### src/rtl/lru_pkg.sv
// ----------------------------------------------------------------------------
// lru_pkg
// Constants and default types for the LRU page replacement block.
// ----------------------------------------------------------------------------
package lru_pkg;

    localparam int DEF_MAX_FRAMES = 16;
    localparam int DEF_PAGE_BITS  = 16;
    localparam int FRAMES_RESET   = 16;
    localparam int CFG_W          = 5;
    localparam int FRAME_IDX_W    = 4;
    localparam int FAULT_W        = 32;

    localparam int DEF_IDX_W = (DEF_MAX_FRAMES > 1) ? $clog2(DEF_MAX_FRAMES) : 1;

    // search word passed cell to cell
    typedef struct packed {
        logic [DEF_PAGE_BITS-1:0] page;
        logic                     hit;
        logic [DEF_IDX_W-1:0]     hit_idx;
        logic [DEF_IDX_W-1:0]     hit_rank;
        logic                     empty_found;
        logic [DEF_IDX_W-1:0]     empty_idx;
        logic [DEF_IDX_W-1:0]     max_rank;
        logic [DEF_IDX_W-1:0]     max_idx;
        logic [DEF_PAGE_BITS-1:0] max_tag;
    } search_t;

    // update broadcast to all cells
    typedef struct packed {
        logic                     clear;
        logic                     en;
        logic                     miss;
        logic [DEF_IDX_W-1:0]     frame;
        logic [DEF_IDX_W-1:0]     limit;
        logic [DEF_PAGE_BITS-1:0] page;
    } update_t;

endpackage

### src/rtl/lru_if.sv
// ----------------------------------------------------------------------------
// lru_if
// Valid/ready channels for page references and replacement results.
// ----------------------------------------------------------------------------
interface lru_req_if #(
    parameter int PAGE_BITS = lru_pkg::DEF_PAGE_BITS
);
    logic                 valid;
    logic                 ready;
    logic [PAGE_BITS-1:0] page_number;

    modport source (output valid, output page_number, input ready);
    modport sink   (input valid, input page_number, output ready);
endinterface

interface lru_rsp_if #(
    parameter int PAGE_BITS = lru_pkg::DEF_PAGE_BITS
);
    logic                            valid;
    logic                            ready;
    logic                            hit;
    logic [lru_pkg::FRAME_IDX_W-1:0] frame_index;
    logic                            evicted_valid;
    logic [PAGE_BITS-1:0]            evicted_page;
    logic [lru_pkg::FAULT_W-1:0]     fault_total;

    modport source (output valid, output hit, output frame_index, output evicted_valid,
                    output evicted_page, output fault_total, input ready);
    modport sink   (input valid, input hit, input frame_index, input evicted_valid,
                    input evicted_page, input fault_total, output ready);
endinterface

### src/rtl/lru_cell.sv
// ----------------------------------------------------------------------------
// lru_cell
// One frame: tag, valid and rank, plus one stage of the search chain.
// ----------------------------------------------------------------------------
module lru_cell #(
    parameter int  IDX       = 0,
    parameter int  IDX_W     = lru_pkg::DEF_IDX_W,
    parameter int  PAGE_BITS = lru_pkg::DEF_PAGE_BITS,
    parameter type search_t  = lru_pkg::search_t,
    parameter type update_t  = lru_pkg::update_t
) (
    input  logic    clk,
    input  logic    rst_n,
    input  logic    in_use,
    input  logic    tok_in_valid,
    input  search_t tok_in,
    output logic    tok_out_valid,
    output search_t tok_out,
    input  update_t upd
);

    localparam logic [IDX_W-1:0] MY_IDX = IDX_W'(IDX);

    logic                 valid_reg, valid_next;
    logic [IDX_W-1:0]     rank_reg, rank_next;
    logic [PAGE_BITS-1:0] tag_reg, tag_next;
    logic                 tok_valid_reg;
    search_t              tok_reg, tok_next;

    always_comb
    begin
        tok_next = tok_in;
        if (!tok_in.hit && in_use && valid_reg && (tag_reg == tok_in.page))
        begin
            tok_next.hit      = 1'b1;
            tok_next.hit_idx  = MY_IDX;
            tok_next.hit_rank = rank_reg;
        end
        if (!tok_in.empty_found && in_use && !valid_reg)
        begin
            tok_next.empty_found = 1'b1;
            tok_next.empty_idx   = MY_IDX;
        end
        // frame 0 is the victim when no rank exceeds zero
        if (in_use && ((rank_reg > tok_in.max_rank) || (IDX == 0)))
        begin
            tok_next.max_rank = rank_reg;
            tok_next.max_idx  = MY_IDX;
            tok_next.max_tag  = tag_reg;
        end
    end

    always_comb
    begin
        valid_next = valid_reg;
        rank_next  = rank_reg;
        tag_next   = tag_reg;
        if (upd.clear)
        begin
            valid_next = 1'b0;
            rank_next  = '0;
        end
        else if (upd.en)
        begin
            if (upd.frame == MY_IDX)
            begin
                valid_next = 1'b1;
                rank_next  = '0;
                if (upd.miss)
                begin
                    tag_next = upd.page;
                end
            end
            else if (in_use && valid_reg && (upd.miss || (rank_reg < upd.limit)))
            begin
                rank_next = rank_reg + 1'b1;
            end
        end
    end

    always_ff @(posedge clk or negedge rst_n)
    begin
        if (!rst_n)
        begin
            valid_reg     <= 1'b0;
            rank_reg      <= '0;
            tok_valid_reg <= 1'b0;
        end
        else
        begin
            valid_reg     <= valid_next;
            rank_reg      <= rank_next;
            tok_valid_reg <= tok_in_valid;
        end
    end

    always_ff @(posedge clk)
    begin
        tag_reg <= tag_next;
        if (tok_in_valid)
        begin
            tok_reg <= tok_next;
        end
    end

    assign tok_out_valid = tok_valid_reg;
    assign tok_out       = tok_reg;

endmodule

### src/rtl/lru_page_replacement.sv
// ----------------------------------------------------------------------------
// lru_page_replacement
// Fully associative LRU frame set built as a chain of frame cells.
// ----------------------------------------------------------------------------
// Usage:
//   req carries one page_number per word; rsp returns one word per request
//   with hit, frame_index, evicted_valid, evicted_page and fault_total.
//   A request enters cell 0 and its search word moves one cell per cycle
//   down the MAX_FRAMES cells, collecting the first hit, the first empty
//   frame and the oldest frame. At the end of the chain the decision is
//   broadcast to every cell and the result is registered.
//   One request is in flight at a time; req.ready returns together with
//   rsp.valid, so a new request is not taken before the last one has
//   passed the cell chain and its result is registered.
//   A stalled rsp holds its word; a finished search then waits and req stays
//   not ready until the output register frees.
//   Reset empties all frames, clears the fault count and sets frames_in_use
//   to 16 (at most MAX_FRAMES). cfg_we with cfg_wdata sets frames_in_use
//   (0 taken as 1, clamped to MAX_FRAMES) and clears frames and fault count;
//   write it only while idle.
// ----------------------------------------------------------------------------
module lru_page_replacement #(
    parameter int MAX_FRAMES = lru_pkg::DEF_MAX_FRAMES,
    parameter int PAGE_BITS  = lru_pkg::DEF_PAGE_BITS
) (
    input  logic                      clk,
    input  logic                      rst_n,
    input  logic                      cfg_we,
    input  logic [lru_pkg::CFG_W-1:0] cfg_wdata,
    lru_req_if.sink                   req,
    lru_rsp_if.source                 rsp
);

    localparam int IDX_W   = (MAX_FRAMES > 1) ? $clog2(MAX_FRAMES) : 1;
    localparam int CNT_W   = $clog2(MAX_FRAMES + 1);
    localparam int CLAMP_W = lru_pkg::CFG_W + 2;
    localparam int FRAMES_INIT = (lru_pkg::FRAMES_RESET > MAX_FRAMES) ?
                                 MAX_FRAMES : lru_pkg::FRAMES_RESET;

    typedef struct packed {
        logic [PAGE_BITS-1:0] page;
        logic                 hit;
        logic [IDX_W-1:0]     hit_idx;
        logic [IDX_W-1:0]     hit_rank;
        logic                 empty_found;
        logic [IDX_W-1:0]     empty_idx;
        logic [IDX_W-1:0]     max_rank;
        logic [IDX_W-1:0]     max_idx;
        logic [PAGE_BITS-1:0] max_tag;
    } search_t;

    typedef struct packed {
        logic                 clear;
        logic                 en;
        logic                 miss;
        logic [IDX_W-1:0]     frame;
        logic [IDX_W-1:0]     limit;
        logic [PAGE_BITS-1:0] page;
    } update_t;

    logic [CNT_W-1:0]   frames_reg, frames_next;
    logic [CLAMP_W-1:0] cfg_frames;
    logic               busy_reg;
    logic               fin_valid_reg;
    search_t            fin_reg;
    logic               out_valid_reg;
    logic               out_hit_reg;
    logic [IDX_W-1:0]   out_frame_reg;
    logic               out_ev_valid_reg;
    logic [PAGE_BITS-1:0] out_ev_page_reg;
    logic [lru_pkg::FAULT_W-1:0] fault_reg, fault_next;

    logic               accept;
    logic               do_upd;
    logic [IDX_W-1:0]   dec_frame;
    logic               dec_ev_valid;
    update_t            upd;
    logic [MAX_FRAMES-1:0] in_use;
    logic    tok_valid [MAX_FRAMES+1];
    search_t tok       [MAX_FRAMES+1];

    assign accept    = req.valid && req.ready;
    assign req.ready = !busy_reg;
    assign do_upd    = fin_valid_reg && (!out_valid_reg || rsp.ready);

    always_comb
    begin
        cfg_frames = {2'b00, cfg_wdata};
        if (cfg_wdata == '0)
        begin
            cfg_frames = CLAMP_W'(1);
        end
        if (cfg_frames > CLAMP_W'(MAX_FRAMES))
        begin
            cfg_frames = CLAMP_W'(MAX_FRAMES);
        end
        frames_next = cfg_we ? CNT_W'(cfg_frames) : frames_reg;
    end

    always_comb
    begin
        tok_valid[0]         = accept;
        tok[0]               = '0;
        tok[0].page          = req.page_number;
    end

    genvar g;
    generate
        for (g = 0; g < MAX_FRAMES; g++)
        begin : g_cell
            assign in_use[g] = (CNT_W'(g) < frames_reg);
            lru_cell #(
                .IDX       (g),
                .IDX_W     (IDX_W),
                .PAGE_BITS (PAGE_BITS),
                .search_t  (search_t),
                .update_t  (update_t)
            ) u_cell (
                .clk           (clk),
                .rst_n         (rst_n),
                .in_use        (in_use[g]),
                .tok_in_valid  (tok_valid[g]),
                .tok_in        (tok[g]),
                .tok_out_valid (tok_valid[g+1]),
                .tok_out       (tok[g+1]),
                .upd           (upd)
            );
        end
    endgenerate

    always_comb
    begin
        if (fin_reg.hit)
        begin
            dec_frame = fin_reg.hit_idx;
        end
        else if (fin_reg.empty_found)
        begin
            dec_frame = fin_reg.empty_idx;
        end
        else
        begin
            dec_frame = fin_reg.max_idx;
        end
        dec_ev_valid = !fin_reg.hit && !fin_reg.empty_found;

        upd.clear = cfg_we;
        upd.en    = do_upd;
        upd.miss  = !fin_reg.hit;
        upd.frame = dec_frame;
        upd.limit = fin_reg.hit_rank;
        upd.page  = fin_reg.page;

        fault_next = fault_reg;
        if (cfg_we)
        begin
            fault_next = '0;
        end
        else if (do_upd && !fin_reg.hit && (fault_reg != '1))
        begin
            fault_next = fault_reg + 1'b1;
        end
    end

    always_ff @(posedge clk or negedge rst_n)
    begin
        if (!rst_n)
        begin
            frames_reg    <= CNT_W'(FRAMES_INIT);
            busy_reg      <= 1'b0;
            fin_valid_reg <= 1'b0;
            out_valid_reg <= 1'b0;
            fault_reg     <= '0;
        end
        else
        begin
            frames_reg <= frames_next;
            fault_reg  <= fault_next;
            if (accept)
            begin
                busy_reg <= 1'b1;
            end
            else if (do_upd)
            begin
                busy_reg <= 1'b0;
            end
            if (tok_valid[MAX_FRAMES])
            begin
                fin_valid_reg <= 1'b1;
            end
            else if (do_upd)
            begin
                fin_valid_reg <= 1'b0;
            end
            if (do_upd)
            begin
                out_valid_reg <= 1'b1;
            end
            else if (rsp.ready)
            begin
                out_valid_reg <= 1'b0;
            end
        end
    end

    always_ff @(posedge clk)
    begin
        if (tok_valid[MAX_FRAMES])
        begin
            fin_reg <= tok[MAX_FRAMES];
        end
        if (do_upd)
        begin
            out_hit_reg      <= fin_reg.hit;
            out_frame_reg    <= dec_frame;
            out_ev_valid_reg <= dec_ev_valid;
            out_ev_page_reg  <= dec_ev_valid ? fin_reg.max_tag : '0;
        end
    end

    assign rsp.valid         = out_valid_reg;
    assign rsp.hit           = out_hit_reg;
    assign rsp.frame_index   = lru_pkg::FRAME_IDX_W'(out_frame_reg);
    assign rsp.evicted_valid = out_ev_valid_reg;
    assign rsp.evicted_page  = out_ev_page_reg;
    assign rsp.fault_total   = fault_reg;

endmodule

### src/flat_wrapper.sv
// flat-port wrapper written by rule: the top's interface ports become plain ports
module lru_page_replacement_flat 
#(
    parameter int MAX_FRAMES = lru_pkg::DEF_MAX_FRAMES,
    parameter int PAGE_BITS  = lru_pkg::DEF_PAGE_BITS
)
  (clk, rst_n, cfg_we, cfg_wdata, req_valid, req_page_number, req_ready, rsp_valid, rsp_hit, rsp_frame_index, rsp_evicted_valid, rsp_evicted_page, rsp_fault_total, rsp_ready);
  lru_req_if #(.PAGE_BITS(PAGE_BITS)) req_i ();
  lru_rsp_if #(.PAGE_BITS(PAGE_BITS)) rsp_i ();
  input  logic clk;
  input  logic rst_n;
  input  logic cfg_we;
  input  logic [lru_pkg::CFG_W-1:0] cfg_wdata;
  input wire logic [$bits(req_i.valid)-1:0] req_valid;
  input wire logic [$bits(req_i.page_number)-1:0] req_page_number;
  output wire logic [$bits(req_i.ready)-1:0] req_ready;
  output wire logic [$bits(rsp_i.valid)-1:0] rsp_valid;
  output wire logic [$bits(rsp_i.hit)-1:0] rsp_hit;
  output wire logic [$bits(rsp_i.frame_index)-1:0] rsp_frame_index;
  output wire logic [$bits(rsp_i.evicted_valid)-1:0] rsp_evicted_valid;
  output wire logic [$bits(rsp_i.evicted_page)-1:0] rsp_evicted_page;
  output wire logic [$bits(rsp_i.fault_total)-1:0] rsp_fault_total;
  input wire logic [$bits(rsp_i.ready)-1:0] rsp_ready;
  assign req_i.valid = req_valid;
  assign req_i.page_number = req_page_number;
  assign req_ready = req_i.ready;
  assign rsp_valid = rsp_i.valid;
  assign rsp_hit = rsp_i.hit;
  assign rsp_frame_index = rsp_i.frame_index;
  assign rsp_evicted_valid = rsp_i.evicted_valid;
  assign rsp_evicted_page = rsp_i.evicted_page;
  assign rsp_fault_total = rsp_i.fault_total;
  assign rsp_i.ready = rsp_ready;
  lru_page_replacement #(.MAX_FRAMES(MAX_FRAMES), .PAGE_BITS(PAGE_BITS)) u_core (.clk(clk), .rst_n(rst_n), .cfg_we(cfg_we), .cfg_wdata(cfg_wdata), .req(req_i), .rsp(rsp_i));
endmodule
### config.mk
export PLATFORM = sky130hd
export DESIGN_NAME = lru_page_replacement_flat
export DESIGN_NICKNAME = d
export VERILOG_FILES = /design/src/rtl/lru_pkg.sv /design/src/rtl/lru_if.sv /design/src/rtl/lru_cell.sv /design/src/rtl/lru_page_replacement.sv /design/src/flat_wrapper.sv
export SDC_FILE = /design/constraint.sdc
export NUM_CORES = 2
export LEC_CHECK = 0
export BUFFER_PORTS_ARGS = -buffer_cell sky130_fd_sc_hd__buf_2
export CAP_MARGIN = 0
export CORE_MARGIN = 2
export CORE_UTILIZATION = 50
export DETAILED_ROUTE_END_ITERATION = 6
export PLACE_DENSITY = 0.77
export SYNTH_ARGS = -nofsm -noshare
export SYNTH_HDL_FRONTEND = slang
export SYNTH_SLANG_ARGS = --single-unit
### constraint.sdc
create_clock -name clk -period 3.7 [get_ports clk]
set_input_delay 0.74 -clock clk [delete_from_list [all_inputs] [get_ports clk]]
set_output_delay 0.74 -clock clk [all_outputs]
set_load 0.01 [all_outputs]
# After elaboration in Yosys (flattened, before gate mapping)
# Cells that the tools add are included.
classes:
  n_addsub: 17
  multipliers: 0
  n_div: 0
  magnitude_cmp: 48
  eq_ne: 32
  shift: 0
  muxes: 155
  bitwise: 2
  reduce_logical: 283
ops:
  columns: ["op", "count"]
  rows:
  - ["24-bit two-way mux", 14]
  - ["4-bit two-way mux", 81]
  - ["16-bit == test", 16]
  - ["1-bit logical AND", 129]
  - ["4-bit by 1-bit adder with 4-bit output (second input constant)", 16]
  - ["4-bit less-than comparator", 16]
  - ["32-bit two-way mux", 2]
  - ["2-bit AND reduction", 32]
  - ["4-bit AND reduction", 16]
  - ["4-bit greater-than comparator", 15]
  - ["1-bit two-way mux", 53]
  - ["1-bit zero test", 50]
  - ["3-bit nonzero test", 16]
  - ["2-bit nonzero test", 21]
  - ["4-bit by 5-bit less-than comparator with 1-bit output (first input constant)", 8]
  - ["32-bit by 1-bit adder with 32-bit output (second input constant)", 1]
  - ["4-bit == test (second input constant)", 8]
  - ["32-bit != test (second input constant)", 1]
  - ["3-bit by 5-bit less-than comparator with 1-bit output (first input constant)", 4]
  - ["1-bit logical OR", 17]
  - ["4-bit by 3-bit == test with 1-bit output (second input constant)", 4]
  - ["16-bit two-way mux", 1]
  - ["5-bit two-way mux", 3]
  - ["1-bit by 5-bit less-than comparator with 1-bit output (first input constant)", 2]
  - ["other kinds (8)", 11]
totals:
  register_bits: 1324
  latchBits: 0
  mem_bits_rw: 0
  mem_bits_ro: 0
  input_bits: 26
  elab_cells: 761
  n_memories: 0

# Logic depth before layout (Yosys ltp)
depth:
  word_depth: 7
  mapped_depth: 9
  mapped_depth_nobuf: 7

# By module
# Synthesis repeated with hierarchy kept, for this count alone.
hier_totals:
  hier_cells: 3395
  area_unflattened_um2: 55335.6
modules_own_cells:
  columns: ["mod", "instances", "cells_each", "area_each_um2", "seq_area_each_um2"]
  rows:
  - ["lru_cell at u_core.g_cell[10].u_cell ...", 6, 191, 3180.6, 2252.2]
  - ["lru_cell at u_core.g_cell[1].u_cell ...", 4, 193, 3180.6, 2252.2]
  - ["lru_cell at u_core.g_cell[11].u_cell ...", 4, 191, 3175.5, 2252.2]
  - ["lru_page_replacement", 1, 347, 4603.2, 3164.3]
  - ["lru_cell at u_core.g_cell[15].u_cell", 1, 190, 3163.0, 2252.2]
  - ["lru_cell at u_core.g_cell[0].u_cell", 1, 176, 3061.7, 2252.2]

# Worst setup path before layout
# Ideal clock, no wire load.
synth_timing:
  kind: "input port to flip-flop"
  startpoint: "in req_valid"
  endpoint: "reg u_core.g_cell[0].u_cell.tok_reg (netlist bit u_core.g_cell[0].u_cell.tok_out[0]), enable pin"
  t_arrival_ps: 2672
  required_time_ps: 3251
  setup_slack_ps: 578
  stages: 1
  n_path_buf: 0
  cell_sequence: "nor2b_1"
synth_between:
  elab_chain_cells: 1
synth_lines:
  columns: ["element", "line_no", "text"]
  rows:
  - ["start, declared", "flat_wrapper.sv:14", "input wire logic [$bits(req_i.valid)-1:0] req_valid;"]
  - ["1-bit logical AND", "lru_page_replacement.sv:82", "assign accept = req.valid && req.ready;"]
  - ["end signal, assigned", "lru_cell.sv:102", "tok_reg <= tok_next;"]
  - ["end, declared", "lru_cell.sv:28", "search_t tok_reg, tok_next;"]
# No other way between the ends.
# A chain may end at the register's enable or synchronous reset.

# Worst setup path in the final report
layout_timing:
  startpoint: "reg u_core.fin_reg[28] (netlist bit)"
  endpoint: "reg u_core.g_cell[1].u_cell.tag_reg[11], enable pin"
layout_between:
  elab_chain_cells: 4
layout_lines:
  columns: ["element", "line_no", "text"]
  rows:
  - ["start, declared", "lru_page_replacement.sv:65", "search_t fin_reg;"]
  - ["start signal, assigned", "lru_page_replacement.sv:210", "fin_reg <= tok[MAX_FRAMES];"]
  - ["4-bit two-way mux", "lru_page_replacement.sv:137", "else if (fin_reg.empty_found)"]
  - ["4-bit two-way mux", "lru_page_replacement.sv:133", "if (fin_reg.hit)"]
  - ["4-bit by 1-bit == test with 1-bit output", "lru_cell.sv:65", "if (upd.frame == MY_IDX)"]
  - ["4-bit AND reduction (no source line)", null, null]
  - ["end signal, assigned", "lru_cell.sv:99", "tag_reg <= tag_next;"]
  - ["end, declared", "lru_cell.sv:26", "logic [PAGE_BITS-1:0] tag_reg, tag_next;"]
# No other way between the ends.

==> results.md <==
- Post-DP HPWL: 74.0 mm
- Post-route ant nets: 0
- First-pass DRT Iterations: 7
- Critical Path End Type: register
- Vias in the first global route: approximately 28000
- Initial Utilization: between 50% and 60%
- Leak pwr: around 21 nW
- TritonCTS clock tree: yes
- Fin nets: between 3000 and 4000
- Proportion of synthesized area in mux cells: 7.52%
- Synth Net Count: 3493
- Period utilisation layout: about 93%
- Max H-tree Level: 3
- Final hold vios: 0
- I/O pins: 82
- Clk_skew: 0.0465 ns
- R2R Setup Slk: 0.24 ns
- Place WS: about 0.32 ns
- Core Box Area: 0.105 mm2
- Wire per inst: 20.7 um
- Die ar.: around 0.11 mm2
- Setup Viol. Count Final: 0
- Worst setup path class: reg2reg
- Setup tns final: 0 ns
- PostCTS Resize Cnt: 0
- Synthesized area: 0.0532 mm2
- Root buffer cell: clkbuf_16
- Max-cap viol count: 0
- Crit path cell chain: mux2i_1 > o21a_1 > clkinv_1 > nor2_1 > nand2_1 > nor2_1 > buf_4
- Fraction of the mapped netlist area in compound gates: about 4.4%
- Site row count: approximately 120
- Post-CTS setup buffer count: 0
- Hold_buf cts: 0
- Slew HR: under 10%
- Synth Area in Adders: under 10%
- Worst EP required: between 4 and 5 ns
- Clock buffer depth: 3
- Yosys warnings: 0
- Syn avg cell area: 15.9 um2
- Seq/Total Area, Yosys: a little under three quarters
- Power Density: approximately 610 mW/mm2
- Largest net degree at the start of global routing: 82
- Max reg flops: 815
- Main combinational cell family by area after synthesis: simple AND/OR/NAND/NOR gates
- Violated checks: design-rule violations
- Netlist cell types: 72
- Area delta synth->final: 12.2%
- Drt total wl: ~100 mm
- Worst-path fanout max: 17
- FF-to-FF End: u_core.g_cell[1].u_cell.tag_reg[11]
- Worst-Skew Late Latency: 0.71 ns
- Top FF cell, synth: edfxtp_1
- DRC viols: 6
- Post-Synthesis Cells: between 3000 and 4000
- CTS Sinks: roughly 1300
- Hold Path Class: in2async
- CP max stage delay: between 0.9 and 1 ns
- First-pass GRT wire length: 161 mm
- Slew @ Worst Pin: between 1 and 1.5 ns
- Fin area: between 0.05 and 0.06 mm2
- Unrepaired setup endpoints after global routing: false
- CP dominant cell by count: nor2_1
- Share of layout cells above drive strength 1: between 20% and 30%
- Placer congestion estimate: 0.910
- Port bufs: about 80
- F_max: between 200 and 300 MHz
- Die width: 330 um
- Outcome: complete, but fails checks
- DR iter-0 viols: approximately 2300
- Worst r2r src: u_core.fin_reg[28]
- Asr flop ratio synth: roughly a tenth
- Total track usage: approximately a fifth
- Crit. Startpoint: u_core.fin_reg[28]
- Reg2Reg Depth: 7
- Initial antenna violation count: 3
- Simple-gate area share of the yosys netlist: ~8.4%
- Final Max Tran Viols: 0
- Post-layout minimum cycle time: approximately 3.5 ns
- EDFF count, synth: 1143
- Vias per inst: about 5.5
- Clock transition at path regs: 0.06 ns
- # fillers: between 7000 and 8000
- CP Data Arrival Time: between 3 and 4 ns
- Startpoint Class: register
- #FFs+latches synth: approximately 1300
- Slowest stage cell, crit path: nor2_1
- Post-Place Cell Area: 0.0556 mm2
- Final worst setup slack: approximately 0.24 ns
- Die Ht: around 330 um
- VDD IR max: between 300 and 400 uV
- Number of buffers created by CTS: 118
- XOR/XNOR share of the synthesized area: 4.26%
- Vias after detailed routing: around 28000
- Grt ovf: 0
==> final cells by class <==
| class | instances | area (um2) | area share, % |
|---|---|---|---|
| Antenna cell | 3 | 7.51 | 0.0126 |
| Clock buffer | 148 | 3170 | 5.31 |
| Clock inverter | 76 | 900 | 1.51 |
| Inverter | 118 | 443 | 0.742 |
| Multi-Input combinational cell | 1855 | 14700 | 24.6 |
| Sequential cell | 1279 | 37700 | 63.2 |
| Tap cell | 1391 | 1740 | 2.91 |
| Timing Repair Buffer | 154 | 987 | 1.65 |
==> critical path, delay by kind of cell, from the launching register on <==
| kind | cells | cell delay, ns |
|---|---|---|
| buffers and inverters | 2 | 0.91 |
| AND/OR/NAND/NOR | 3 | 1.34 |
| multiplexers | 1 | 0.21 |
| AO/OA/AOI/OAI | 1 | 0.20 |
| flip-flops | 1 | 0.48 |
==> layout by cell type (no fill, tap or decap), types with 24 or more instances in the layout <==
master | netlist | layout
or2_2 | 82 | 82
buf_2 | 14 | 79
o21a_1 | 37 | 37
clkinv_1 | 4 | 27
nand2b_1 | 35 | 35
xor2_1 | 105 | 105
nor2b_1 | 85 | 84
dfrtp_1 | 135 | 119
mux2_2 | 340 | 340
a41oi_1 | 24 | 24
nor3_1 | 30 | 30
nor4_1 | 36 | 36
inv_1 | 114 | 114
ha_1 | 125 | 125
nand2_1 | 94 | 94
a21oi_1 | 58 | 55
nand3_1 | 61 | 61
buf_4 | 2 | 72
and2_1 | 50 | 50
nand4_1 | 93 | 93
clkbuf_16 | 0 | 121
edfxtp_1 | 1143 | 1143
nor2_1 | 96 | 96
xnor2_1 | 154 | 154
o21ai_0 | 69 | 68
==> synth_stat cells (21+ instances only) <==
library cell | n | area share, %
nor4_1 | 36 | 0.42
nand2_1 | 94 | 0.66
nand2b_1 | 35 | 0.41
and2_1 | 50 | 0.59
xor2_1 | 105 | 1.7
a31oi_1 | 21 | 0.25
nand4_1 | 93 | 1.1
o21ai_0 | 69 | 0.65
clkbuf_1 | 64 | 0.45
ha_1 | 125 | 2.9
o21a_1 | 37 | 0.52
a41oi_1 | 24 | 0.40
inv_1 | 114 | 0.80
mux2_2 | 340 | 7.2
or4_1 | 23 | 0.32
nor3_1 | 30 | 0.28
nor2b_1 | 85 | 1.0
nand3_1 | 61 | 0.57
edfxtp_1 | 1143 | 65
xnor2_1 | 154 | 2.5
a21oi_1 | 58 | 0.55
or2_2 | 82 | 0.96
nor2_1 | 96 | 0.68
dfrtp_1 | 135 | 6.4
==> how the worst max path moves through the flow <==
stage / end / slack, ns / depth (start not counted)
3_3_place_gp: u_core.g_cell[1].u_cell.tag_reg[8] / 0.29 / 7
5_1_grt: u_core.g_cell[1].u_cell.tag_reg[11] / 0.14 / 7
4_1_cts: u_core.g_cell[1].u_cell.tag_reg[11] / 0.29 / 7
6_report: u_core.g_cell[1].u_cell.tag_reg[11] / 0.24 / 7
2_1_floorplan: u_core.g_cell[0].u_cell.tok_out[0] / 0.58 / 1
3_5_place_dp: u_core.g_cell[1].u_cell.tag_reg[5] / 0.32 / 7
==> layer usage <==
layer | global-route usage (%) | up-vias | part of all wire, %
met5 | 0 | - | 0
met4 | 6.72 | 0 | 3.4
met3 | 3.56 | 222 | 5.3
met2 | 33.7 | 730 | 51
met1 | 24.0 | 13600 | 40
li1 | - | 13100 | -
==> cell families (layout without fill, tap and decap cells) <==
| logic type | count (synthesis) | in the layout |
|---|---|---|
| DFF | 1279 | 1279 |
| muxes | 357 | 357 |
| xor gates and xnor gates | 259 | 259 |
| AOI/OAI and AO/OA | 350 | 350 |
| and+or+nand+nor | 764 | 764 |
| other | 0 | 3 |
| buffers and inverters | 208 | 496 |
| adders and majority gates | 125 | 125 |
==> through the flow <==
step           power, W  hold WS, ns  utilization, %  cells
2_1_floorplan    0.0224        0.400               -   3342
6_report         0.0364        0.140            56.6   5024
4_1_cts          0.0366        0.135            56.6   5021
5_1_grt          0.0378        0.181            56.6   5023
3_3_place_gp     0.0239        0.400            52.8   4797
3_5_place_dp     0.0241        0.405            52.8   4797
==> power by group <==
group | leakage (nW) | total [W] | switching (W) | internal (W)
clock network | 1.97 | 0.0126 | 0.00523 | 0.00734
logic | 6.56 | 0.00328 | 0.00182 | 0.00146
registers | 12.4 | 0.0205 | 0.00179 | 0.0187
(Power assumes the default switching activity.)
